### src/design/ssvg_pkg.sv
`timescale 1ns / 1ps
// shared types and constants for the smeared step volume and gauss potential core
// no dependencies

package ssvg_pkg;

  localparam logic [1:0] OP_SAMPLE     = 2'd0;
  localparam logic [1:0] OP_LOAD_STEP  = 2'd1;
  localparam logic [1:0] OP_LOAD_GAUSS = 2'd2;

  localparam logic [2:0] CFG_LOWER_EDGE   = 3'd0;
  localparam logic [2:0] CFG_CENTER       = 3'd1;
  localparam logic [2:0] CFG_STEP_INVERSE = 3'd2;
  localparam logic [2:0] CFG_GAUSS_INDEX  = 3'd3;
  localparam logic [2:0] CFG_GAUSS_SCALE  = 3'd4;

  localparam logic [16:0] ONE_Q16 = 17'h10000;

  typedef enum logic [1:0] {
    KIND_SAMPLE,
    KIND_STEP,
    KIND_GAUSS
  } kind_e;

  typedef struct packed {
    logic [31:0] lower_edge;
    logic [31:0] center_density;
    logic [31:0] step_inverse;
    logic [31:0] gauss_index_scale;
    logic [31:0] gauss_scale;
  } cfg_t;

  typedef struct packed {
    kind_e       kind;
    logic        above;
    logic [31:0] offset;
    logic [31:0] magnitude;
    logic [31:0] potential_in;
    logic [7:0]  entry_index;
    logic [15:0] entry_value;
    logic        last_point;
  } item_t;

endpackage

### src/design/ssvg_front.sv
`timescale 1ns / 1ps
// front end: input handshake, operation decode and density offsets
// depends on ssvg_pkg

module ssvg_front
  import ssvg_pkg::*;
(
  input  cfg_t        cfg_i,
  input  logic        in_valid_i,
  output logic        in_ready_o,
  input  logic [1:0]  operation_i,
  input  logic [31:0] density_i,
  input  logic [31:0] potential_in_i,
  input  logic [7:0]  entry_index_i,
  input  logic [15:0] entry_value_i,
  input  logic        last_point_i,
  output logic        push_valid_o,
  input  logic        push_ready_i,
  output item_t       push_data_o
);

  logic        known_op;
  kind_e       kind;
  logic [32:0] delta;
  logic [32:0] delta_abs;

  always_comb begin
    known_op = 1'b1;
    kind     = KIND_SAMPLE;
    case (operation_i)
      OP_SAMPLE:     kind = KIND_SAMPLE;
      OP_LOAD_STEP:  kind = KIND_STEP;
      OP_LOAD_GAUSS: kind = KIND_GAUSS;
      default:       known_op = 1'b0;
    endcase
  end

  assign delta     = {density_i[31], density_i}
                   - {cfg_i.center_density[31], cfg_i.center_density};
  assign delta_abs = delta[32] ? (33'd0 - delta) : delta;

  // unused operation codes are taken and dropped
  assign in_ready_o   = push_ready_i;
  assign push_valid_o = in_valid_i && known_op;

  always_comb begin
    push_data_o.kind         = kind;
    push_data_o.above        = $signed(density_i) > $signed(cfg_i.lower_edge);
    push_data_o.offset       = density_i - cfg_i.lower_edge;
    push_data_o.magnitude    = delta_abs[31:0];
    push_data_o.potential_in = potential_in_i;
    push_data_o.entry_index  = entry_index_i;
    push_data_o.entry_value  = entry_value_i;
    push_data_o.last_point   = last_point_i;
  end

endmodule

### config.mk
export PLATFORM = sky130hd
export DESIGN_NAME = ssvg_front
export DESIGN_NICKNAME = d
export VERILOG_FILES = /design/src/design/ssvg_pkg.sv /design/src/design/ssvg_front.sv
export SDC_FILE = /design/constraint.sdc
export NUM_CORES = 1
export LEC_CHECK = 0
export BUFFER_PORTS_ARGS = -buffer_cell sky130_fd_sc_hd__buf_2
export CAP_MARGIN = 10
export CORE_AREA = 10 10 141 143
export DETAILED_ROUTE_END_ITERATION = 12
export DIE_AREA = 0 0 151 153
export PLACE_DENSITY_LB_ADDON = 0.15
export SLEW_MARGIN = 0
export SYNTH_ARGS = -nofsm -noshare
export SYNTH_HDL_FRONTEND = slang
export SYNTH_SLANG_ARGS = --single-unit
### constraint.sdc
create_clock -name vclk -period 8.4
set_input_delay 0.84 -clock vclk [all_inputs]
set_output_delay 0.84 -clock vclk [all_outputs]
set_load 0.05 [all_outputs]
* Word level (Yosys, flattened, before mapping) *
Cells that the tools add are included.

operators by class
  $add $sub $neg = 3
  order comparisons = 1
  mux-type cells = 3
  reduce and logical (&&, ||, !) cells = 3
  equality and inequality tests = 2

operators with widths
  operator                                             number
  subtractor 32 x 32 -> 33 bit                         1
  greater-than comparator 32 bit                       1
  2-to-1 mux 32 bit                                    1
  subtractor 1 x 32 -> 32 bit, first input constant    1
  subtractor 32 bit                                    1
  case mux 2 bit (2 select lines)                      1
  OR reduction 3 bit                                   1
  equality test 2 x 1 -> 1 bit, second input constant  1
  equality test 2 bit, second input constant           1
  zero test 2 bit                                      1
  logical AND 1 bit                                    1
  2-to-1 mux 1 bit                                     1

storage, ports and cells
  bits in registers = 0
  word-level logic and storage cells = 12
  input port bits = 253

* Longest topological paths before layout *
  depth in word-level cells = 4
  mapped depth = 15
  mapped depth without buffers = 14

* Worst setup path after synthesis *
No wires, ideal clock.

  path kind = input -> output
  from = input cfg_i[129] in the netlist's numbering
  to = output push_data_o[118] in the netlist's numbering
  stages = 11
  buffers on the path = 0
  arrival time = 4.426 ns
  setup slack = 3.134 ns
  cell sequence = inv_1 > ha_1 > nor2b_1 > o21ai_0 > a21boi_0 > o21ai_0 > a21oi_1 > o311ai_0 > a31oi_1 > o21ai_0 > o311ai_0

RTL lines
  what             line              source
  start, declared  ssvg_front.sv:8   input cfg_t cfg_i,
  end, declared    ssvg_front.sv:19  output item_t push_data_o

==> impl_results.md <==
* Result of the run: finished clean
* Met2 capacity usage during global routing at 22.8%
* CP Launch Type: primary input
* Layout net count at around 1.2k
* Cells on Worst Hold Path at 0
* Global routing met1 resource utilization at 19.7%
* Final period demand of the worst path at around 5600 ps
* Power density relative to cell area at approximately 150 nW/µm²
* Setup-violating endpoint count in the final report at 0
* Register area share after synthesis at 0%
* Number of hold violations in the final report at 0
* Number of distinct library cells after synthesis at 74
* Slew Viols, Final at 0
* Routed wire length at 17,300 µm
* Vias post-DR at 5,425
* Post CTS Setup Buffer Count at 0
* Critical Path End Type: output port
* Violation count after the first detailed-route iteration at 186
* Cells after Synth at 782
* Count of max-cap constraint violations at 0
* CLK BUF at 0
* Slowest cell delay on critical path at 820 ps
* Area added between synthesis and finish at 11.5%
* DP Area at 5780 µm²
* Ports placed on the boundary at 379
* Avg Vias per Cell at 4.93
* Syn Nets at about 1.1k
* Final sum of negative setup slack at 0 ps
* Cell type with the highest aggregate area in the netlist: ha_1
* Initial antenna violation count at 0
* Pin count of the biggest net entering global routing at 22
* Detailed-placement wirelength estimate at between 15,000 and 20,000 µm
* Core area at 17,100 µm²
* Met3 usage at 2.24%
* Layout fillers at 1,987
* Worst setup path category: primary input to output port
* Die Area at 23,100 µm²
* Initial cell density of the core at 30.4%
* Total Routing Usage GR at 14.1%
* Maximum clock rate at approximately 0.18 GHz
* Tightest Hold Check Type: primary input to output port
* Layout cells sized above 1 at 21.9%
* Number of cells in the finished layout apart from fillers at 1,101
* Post-route clock period utilization at 67.0%
* Multi-input logic area at around 4300 µm²
* Final global-route overflow total at 0
* Total non-filler cell area in the finished layout at 5780 µm²
* Leading cell types by total area after synthesis: ha_1, xnor2_1, buf_4
* Arrival time reported for the critical path endpoint at about 4800 ps
* Post-detailed-route DRC marker count at 0
* Leak pwr at 0.00295 µW
* Cell count after placement at 1,100
* Tightest Pin Transition at between 1000 and 1500 ps
* IO buf count at 167
* Area share of the largest cell type after synthesis at 15.7%
* Number of rows in the core area at 48
* Pre-CTS setup slack at 2730 ps
* Slowest cell on the critical path: a31oi_1
* Via count of the first global-routing pass at 5,493
* Height of the die at approximately 150 µm
* Warnings, synthesis at 0
* WP data required at 7560 ps
* Detailed Routing Iterations Pass 1 at 5
* Sequential Area at 0 µm²
* Ordered cell list for the critical path: buf_2 > inv_1 > ha_1 > inv_1 > fa_1 > a21oi_1 > or3_4 > nand3_1 > a21boi_1 > nor2_1 > o211a_1 > o21a_1 > a31oi_1 > o21ai_0 > xnor2_1 > buf_2
* Worst IR drop on VDD at 62.8 µV
* DR WL/cell at 15.7 µm
* Busiest layer in global routing: met2
* Average instance area after synthesis at 6.63 µm²
* Wire length of the first global-routing pass at around 28,000 µm
* Detail Route Antenna Nets at 0
* CTS hold repair buffers at 0
* Width of the die at 151 µm
* Setup repair after global routing missed its margin: no
* Final weighted congestion of routability-driven global placement at 0.837
* Number of gates resized after cts at 0
* Maximum fanout count along the critical path at 11
* Max-Slew Margin vs Limit at slightly above 30%
* Final worst-path setup slack at 2770 ps
* Number of sequential storage elements at 0
* Worst hold margin at 1680 ps
* Post-Syn Area at 5180 µm²
-- through the flow --
step / total power [µW] / util [%]
4_1_cts: 887 / 33.9
5_1_grt: 951 / 33.9
3_3_place_gp: 885 / 33.9
2_1_floorplan: 753 / -
3_5_place_dp: 884 / 33.9
6_report: 877 / 33.9
-- final timing paths --
| kind | slack [ps] | endpoint | from |
|---|---|---|---|
| max | 2770 | push_data_o[63] | density_i[0] |
| min | 1680 | push_data_o[18] | entry_index_i[1] |
-- cells by family after synthesis --
logic type	after synthesis	synth area share, %
muxes	3	0.579
and+or+nand+nor	250	24.4
xor gates and xnor gates	74	12.5
AOI/OAI and AO/OA	224	29.5
buffers and inverters	164	16.6
adders and majority gates	67	16.5
-- power breakdown --
group	switching [µW]	leakage, µW	internal, µW
Combinational	626	0.00295	251
Sequential	0	0	0
Clock	0	0.00000000634	0.0000159
-- cells in the final DEF, fill, tap and decap left out, types with 5 or more instances in the layout --
cell type / instances
nand2b_1: 16
or3_1: 5
nand3_1: 23
a21oi_1: 59
a31oi_1: 14
inv_1: 89
and2_1: 8
nor2b_1: 10
buf_2: 167
o21a_1: 6
and3_1: 8
a21oi_2: 5
o21ai_1: 10
xor2_1: 24
o21bai_1: 8
o21ai_0: 27
o211ai_1: 10
nor2_1: 63
xnor2_1: 50
a211o_1: 6
ha_1: 65
a211oi_1: 9
a21o_1: 30
a21boi_0: 5
nor3_1: 24
o31ai_1: 5
nand4_1: 8
nand2_1: 61
-- critical path: cells and delay by family --
| family | cells | cell delay, ps |
|---|---|---|
| XOR/XNOR | 1 | 220 |
| AO/OA/AOI/OAI | 6 | 2170 |
| buffers and inverters | 4 | 500 |
| AND/OR/NAND/NOR | 3 | 450 |
| adder cells (fa/ha/maj) | 2 | 580 |
-- Yosys cell counts, types with 4 or more instances --
master and number:
a2111oi_0 4, a211o_1 6, a211oi_1 9, a21boi_0 5
a21o_1 30, a21oi_1 59, a21oi_2 5, a31oi_1 14
and2_1 8, and3_1 8, buf_2 4, buf_4 58
clkbuf_1 9, ha_1 65, inv_1 89, nand2_1 61
nand2b_1 16, nand3_1 23, nand4_1 8, nor2_1 63
nor2b_1 10, nor3_1 24, nor4b_1 4, o211ai_1 10
o21a_1 6, o21ai_0 27, o21ai_1 10, o21bai_1 8
o31ai_1 5, or3_1 5, xnor2_1 50, xor2_1 24
-- layout make-up --
class,instances,area share [%]
multi-input combinational,618,74.8
tap,225,4.87
inverter,90,5.84
antenna,1,0.0433
timing repair buffer,167,14.5
-- per-layer routing --
metal	routed length (µm)	vias to the layer above	part of all wire [%]
li1	-	2877	-
met1	8480	2393	49
met2	7580	133	44
met3	1100	22	6.4
met4	133	0	0.77
met5	0	-	0
Note: power is estimated with default switching activity, not from simulation.
