File: src/design/ssvg_pkg.sv
`timescale 1ns / 1ps
// shared types and constants for the smeared step volume and gauss potential core
// no dependencies

package ssvg_pkg;

  localparam logic [1:0] OP_SAMPLE     = 2'd0;
  localparam logic [1:0] OP_LOAD_STEP  = 2'd1;
  localparam logic [1:0] OP_LOAD_GAUSS = 2'd2;

  localparam logic [2:0] CFG_LOWER_EDGE   = 3'd0;
  localparam logic [2:0] CFG_CENTER       = 3'd1;
  localparam logic [2:0] CFG_STEP_INVERSE = 3'd2;
  localparam logic [2:0] CFG_GAUSS_INDEX  = 3'd3;
  localparam logic [2:0] CFG_GAUSS_SCALE  = 3'd4;

  localparam logic [16:0] ONE_Q16 = 17'h10000;

  typedef enum logic [1:0] {
    KIND_SAMPLE,
    KIND_STEP,
    KIND_GAUSS
  } kind_e;

  typedef struct packed {
    logic [31:0] lower_edge;
    logic [31:0] center_density;
    logic [31:0] step_inverse;
    logic [31:0] gauss_index_scale;
    logic [31:0] gauss_scale;
  } cfg_t;

  typedef struct packed {
    kind_e       kind;
    logic        above;
    logic [31:0] offset;
    logic [31:0] magnitude;
    logic [31:0] potential_in;
    logic [7:0]  entry_index;
    logic [15:0] entry_value;
    logic        last_point;
  } item_t;

endpackage

File: src/design/ssvg_fifo.sv
`timescale 1ns / 1ps
// two-entry queue between front and back ends
// depends on ssvg_pkg

module ssvg_fifo
  import ssvg_pkg::*;
(
  input  logic  clk_i,
  input  logic  rst_ni,
  input  logic  push_valid_i,
  output logic  push_ready_o,
  input  item_t push_data_i,
  output logic  pop_valid_o,
  input  logic  pop_ready_i,
  output item_t pop_data_o
);

  item_t       mem_q [2];
  logic        wr_ptr_q, wr_ptr_d;
  logic        rd_ptr_q, rd_ptr_d;
  logic [1:0]  count_q, count_d;
  logic        push, pop;

  assign push_ready_o = count_q != 2'd2;
  assign pop_valid_o  = count_q != 2'd0;
  assign pop_data_o   = mem_q[rd_ptr_q];
  assign push         = push_valid_i && push_ready_o;
  assign pop          = pop_valid_o && pop_ready_i;

  always_comb begin
    wr_ptr_d = push ? ~wr_ptr_q : wr_ptr_q;
    rd_ptr_d = pop ? ~rd_ptr_q : rd_ptr_q;
    count_d  = count_q;
    if (push && !pop) begin
      count_d = count_q + 2'd1;
    end else if (pop && !push) begin
      count_d = count_q - 2'd1;
    end
  end

  always_ff @(posedge clk_i or negedge rst_ni) begin
    if (!rst_ni) begin
      wr_ptr_q <= 1'b0;
      rd_ptr_q <= 1'b0;
      count_q  <= 2'd0;
    end else begin
      wr_ptr_q <= wr_ptr_d;
      rd_ptr_q <= rd_ptr_d;
      count_q  <= count_d;
    end
  end

  always_ff @(posedge clk_i) begin
    if (push) begin
      mem_q[wr_ptr_q] <= push_data_i;
    end
  end

endmodule

File: config.mk
export PLATFORM = sky130hd
export DESIGN_NAME = ssvg_fifo
export DESIGN_NICKNAME = d
export VERILOG_FILES = /design/src/design/ssvg_pkg.sv /design/src/design/ssvg_fifo.sv
export SDC_FILE = /design/constraint.sdc
export NUM_CORES = 1
export LEC_CHECK = 0
export BUFFER_PORTS_ARGS = -buffer_cell sky130_fd_sc_hd__buf_2
export CORE_MARGIN = 2
export CORE_UTILIZATION = 47
export CTS_BUF_LIST = sky130_fd_sc_hd__clkbuf_16
export DETAILED_ROUTE_END_ITERATION = 16
export PLACE_DENSITY = 0.72
export SLEW_MARGIN = 30
export SYNTH_ARGS = -nofsm -noshare
export SYNTH_HDL_FRONTEND = slang
export SYNTH_SLANG_ARGS = --single-unit
export TNS_END_PERCENT = 10
File: constraint.sdc
create_clock -name clk_i -period 5.95 [get_ports clk_i]
set_clock_uncertainty 0.05 [all_clocks]
set_input_delay 0.595 -clock clk_i [delete_from_list [all_inputs] [get_ports clk_i]]
set_output_delay 0.595 -clock clk_i [all_outputs]
set_load 0.005 [all_outputs]
Yosys cells after proc, flatten, opt, wreduce, memory -nomap -nowiden. Memory sizes are Yosys's and may differ from the RTL's. Index checks and enable logic that the tools add are counted.

Flip-flop bits (word level): 4. Memory bits (writable): 248. Input port bits: 128. Output and inout port bits: 126. Logic and storage cells: 21. Memories: 1.

Memory list: mem_q (words 2, bits a word 124, rd ports 1, clocked after Yosys merged registers in 0, wr ports 1, line ssvg_fifo.sv:18) `item_t mem_q [2];`.

Add/sub/neg operators: 2. Equal/unequal tests: 1. Multiplexer cells: 4. Bitwise operators: 2. Reductions and logical operators: 8.

Operator list (number): $logic_and A1 B1 Y1 (4); $mux W2 (2); $reduce_bool A2 Y1 (2); $add A2 B1 Y2 const B (1); $logic_not A1 Y1 (2); $mux W1 (2); $ne A2 B2 Y1 const B (1); $not A1 Y1 (2); $sub A2 B1 Y2 const B (1).

Longest topological paths before layout.
Depth in word-level cells: 6. Mapped depth: 7. Depth with buffers taken out: 7.

Worst setup path after synthesis. OpenSTA, ideal clock, no wires.

Kind: input to register. Start: in push_valid_i. End: mem mem_q[0][0] (netlist name) (enable). Setup time: 0.608 ns. Arrival time: 5.838 ns. Required time: 5.292 ns. Setup slack: -0.546 ns. Stages on the path: 2. Buffers on the path: 0. Path through: nand2_1 nor2_1.

Word-level cells in the longest chain between the ends: 3.

RTL lines: from (decl) (line ssvg_fifo.sv:10) `input logic push_valid_i,`; $logic_and A1 B1 Y1 (line ssvg_fifo.sv:27) `assign push = push_valid_i && push_ready_o;`; $mux W1 (line ssvg_fifo.sv:54) `if (push) begin`; $mux W1 (implied by the code) (line ssvg_fifo.sv:55) `mem_q[wr_ptr_q] <= push_data_i;`; to (decl) (line ssvg_fifo.sv:18).

No other way between the ends.

==> results.py <==
metrics = {
    "synthesis": {
        "synth_largest_area_cell": "edfxtp_1",
        "netlist-cell-type-count": 15,
        "netlist_top_cells_count": "248 x edfxtp_1, 74 x mux2_2, 50 x mux2_4, 7 x buf_2, 7 x buf_6",
        "synth_area_leaders": "edfxtp_1 80%, mux2_2 8.9%, mux2_4 8.0%",
        "synth_seq_cells": 252,
        "synth.most_common_cell": "edfxtp_1",
        "syn_area_um2": 9339,
        "syn_nets": 533,
        "yosysSeqAreaShare": 0.8081,
        "synth_flop_cell": "edfxtp_1",
        "synth_cells": 404,
        "synth_warnings": 0,
        "yosysTopAreaCellShare": 0.7974,
        "synth-edff-count": 248,
        "ys_async_sr_fraction": 0.01587,
        "avgSynthCellArea_um2": 23.12,
    },
    "global_routing": {
        "grt_max_degree": 67,
        "grt_pass1_wl_mm": 26.45,
        "antenna_found_initial": 4,
        "grt_pass1_vias": 5114,
        "track_usage": 0.1583,
        "gr-total-overflow": 0,
    },
    "setup_path": {
        "r2r_start": "count_q[0]",
        "critPathCapture": "pop_data_o[9]",
        "worstSetupPathType": "flop to primary output",
        "crit_arrival_ns": 2.56,
        "reg2regPathDepth": 3,
        "end_kind": "primary output",
        "startpoint": "rd_ptr_q",
        "r2r_end": "mem_q[1][27]",
        "crit_fanout": 65,
        "crit_required_ns": 5.31,
        "critical_path.startpoint_type": "flop",
        "ff2ff_setup_slack_ns": 3.27,
    },
    "sta": {
        "setup_viol": 0,
        "fmax_ghz": 0.3122,
        "rsz0062_at_grt": "false",
        "max_slew_margin": 0.3780,
        "min_period_ns": 3.203,
        "finalCritPeriodShare": 0.5384,
        "hold_violations": 0,
        "slew_violations": 0,
        "fin_setup_tns_ns": 0,
        "worst_slew_pin_slew_ns": 0.9330,
    },
    "floorplan": {
        "die_h_um": 145.0,
        "fp.dieArea_um2": 21010,
        "initial_core_util": 0.4798,
        "num_rows": 51,
        "ios": 254,
        "core_area_um2": 19460,
        "die_w_um": 145.0,
    },
    "power": {
        "p_leak_uw": 0.004527,
        "power_density_nw_per_um2": 476.1,
        "peakVddDrop_mv": 0.3205,
    },
    "run_status": {
        "outcome": "finished, final reports clean",
    },
    "placed_design": {
        "numPortBuffers": 253,
        "place_area_um2": 10880,
        "gp_congestion": 0.7435,
        "dp_hpwl_mm": 11.41,
    },
    "routing": {
        "vias_per_cell": 4.884,
        "ant_nets": 0,
        "wl_per_cell_um": 17.89,
        "wl_mm": 17.21,
        "via_count": 4698,
        "drcViolationCount": 0,
        "drtPass1Iterations": 4,
        "drtIter0Drc": 220,
    },
    "clock_tree": {
        "cts.clk_slew.worst_paths_ns": 0.06,
        "clock_latency_ns": 0.51,
        "clk_path_buf_depth": 3,
        "clockRootBuffer": "clkbuf_16",
        "cts_resized": 0,
        "cts_tree": "yes",
        "numCtsBuffers": 26,
        "htree_num_levels": 1,
        "holdBufCountCts": 1,
        "cts_sinks": 252,
        "cts_setup_buffers": 0,
    },
    "worst_hold_path": {
        "hp-class": "input port to flop",
    },
    "layout": {
        "syn_to_final_growth_pct": 24.89,
        "nets": 805,
        "layout-drive-gt1-share": 0.6020,
        "design_area_um2": 11660,
    },
    "job": {
        "maxCapViolCount": 0,
    },
}
-- area by class of cell --
cell class / count / area [µm²]
antenna: 1 / 2.502
timing repair buffer: 258 / 1319
inverter: 1 / 3.754
tap: 265 / 331.6
clock inverter: 21 / 93.84
sequential: 252 / 7551
clock buffer: 27 / 675.6
fill: 1474 / 7799
multi-input combinational: 137 / 1687
-- placed cells by master, fill, tap and decap left out, types with 3 or more instances in the layout --
cell type  instances
buf_2            253
edfxtp_1         248
mux2_2            74
mux2_4            50
clkbuf_16         27
inv_1              8
clkinv_1           7
clkinv_2           5
xnor2_1            3
dfrtp_1            3
buf_4              3
-- cells by family after synthesis --
group,Yosys count,share of synthesized area
xor gates and xnor gates,5,0.004690
adders and majority gates,1,0.001340
buffers and inverters,15,0.01259
DFF,252,0.8081
muxes,124,0.1696
and+or+nand+nor,7,0.003619
-- state kept, by name, indices dropped and copies added, names as in the netlist --
signal and flops:
mem_q 248, wr_ptr_q 1, rd_ptr_q 1, count_q 2
-- through the flow --
stage	hold slack [ns]	instances	utilization	setup slack [ns]	power (µW)
5_1_grt	0.1975	962	0.5993	2.611	5819
3_5_place_dp	0.3580	912	0.5591	3.158	4188
4_1_cts	0.1959	961	0.5992	2.691	5627
3_3_place_gp	0.3485	912	0.5591	3.244	4124
6_report	0.2171	962	0.5993	2.747	5553
2_1_floorplan	0.2494	404	-	1.546	3616
-- metal layers --
| metal | vias up | track usage | part of all wire |
|---|---|---|---|
| met4 | 4 | 0.04901 | 0.027 |
| met2 | 204 | 0.2814 | 0.50 |
| li1 | 2149 | - | - |
| met5 | - | 0 | 0.0016 |
| met1 | 2305 | 0.1872 | 0.39 |
| met3 | 36 | 0.04403 | 0.076 |
-- worst max-delay path, stage by stage (launching register included) --
cell and delay (ns):
dfrtp_4 1.00, buf_12 0.46, mux2_2 0.41, buf_2 0.13
-- where the power goes --
| group | switching (µW) | internal, µW | total, µW | leakage (µW) |
|---|---|---|---|---|
| sequential | 185 | 2430 | 2620 | 0.00235 |
| clock | 614 | 815 | 1430 | 0.000405 |
| combinational | 691 | 814 | 1500 | 0.00177 |
-- worst min path at each step --
| stage | start | cells past startpoint | to |
|---|---|---|---|
| 3_3_place_gp | rst_ni | 1 | wr_ptr_q |
| 2_1_floorplan | rst_ni | 0 | count_q[0] |
| 3_5_place_dp | rst_ni | 1 | count_q[0] |
| 5_1_grt | push_data_i[52] | 1 | mem_q[1][52] |
| 4_1_cts | push_data_i[107] | 1 | mem_q[1][107] |
| 6_report | push_data_i[107] | 1 | mem_q[1][107] |
(Power assumes the default switching activity.)
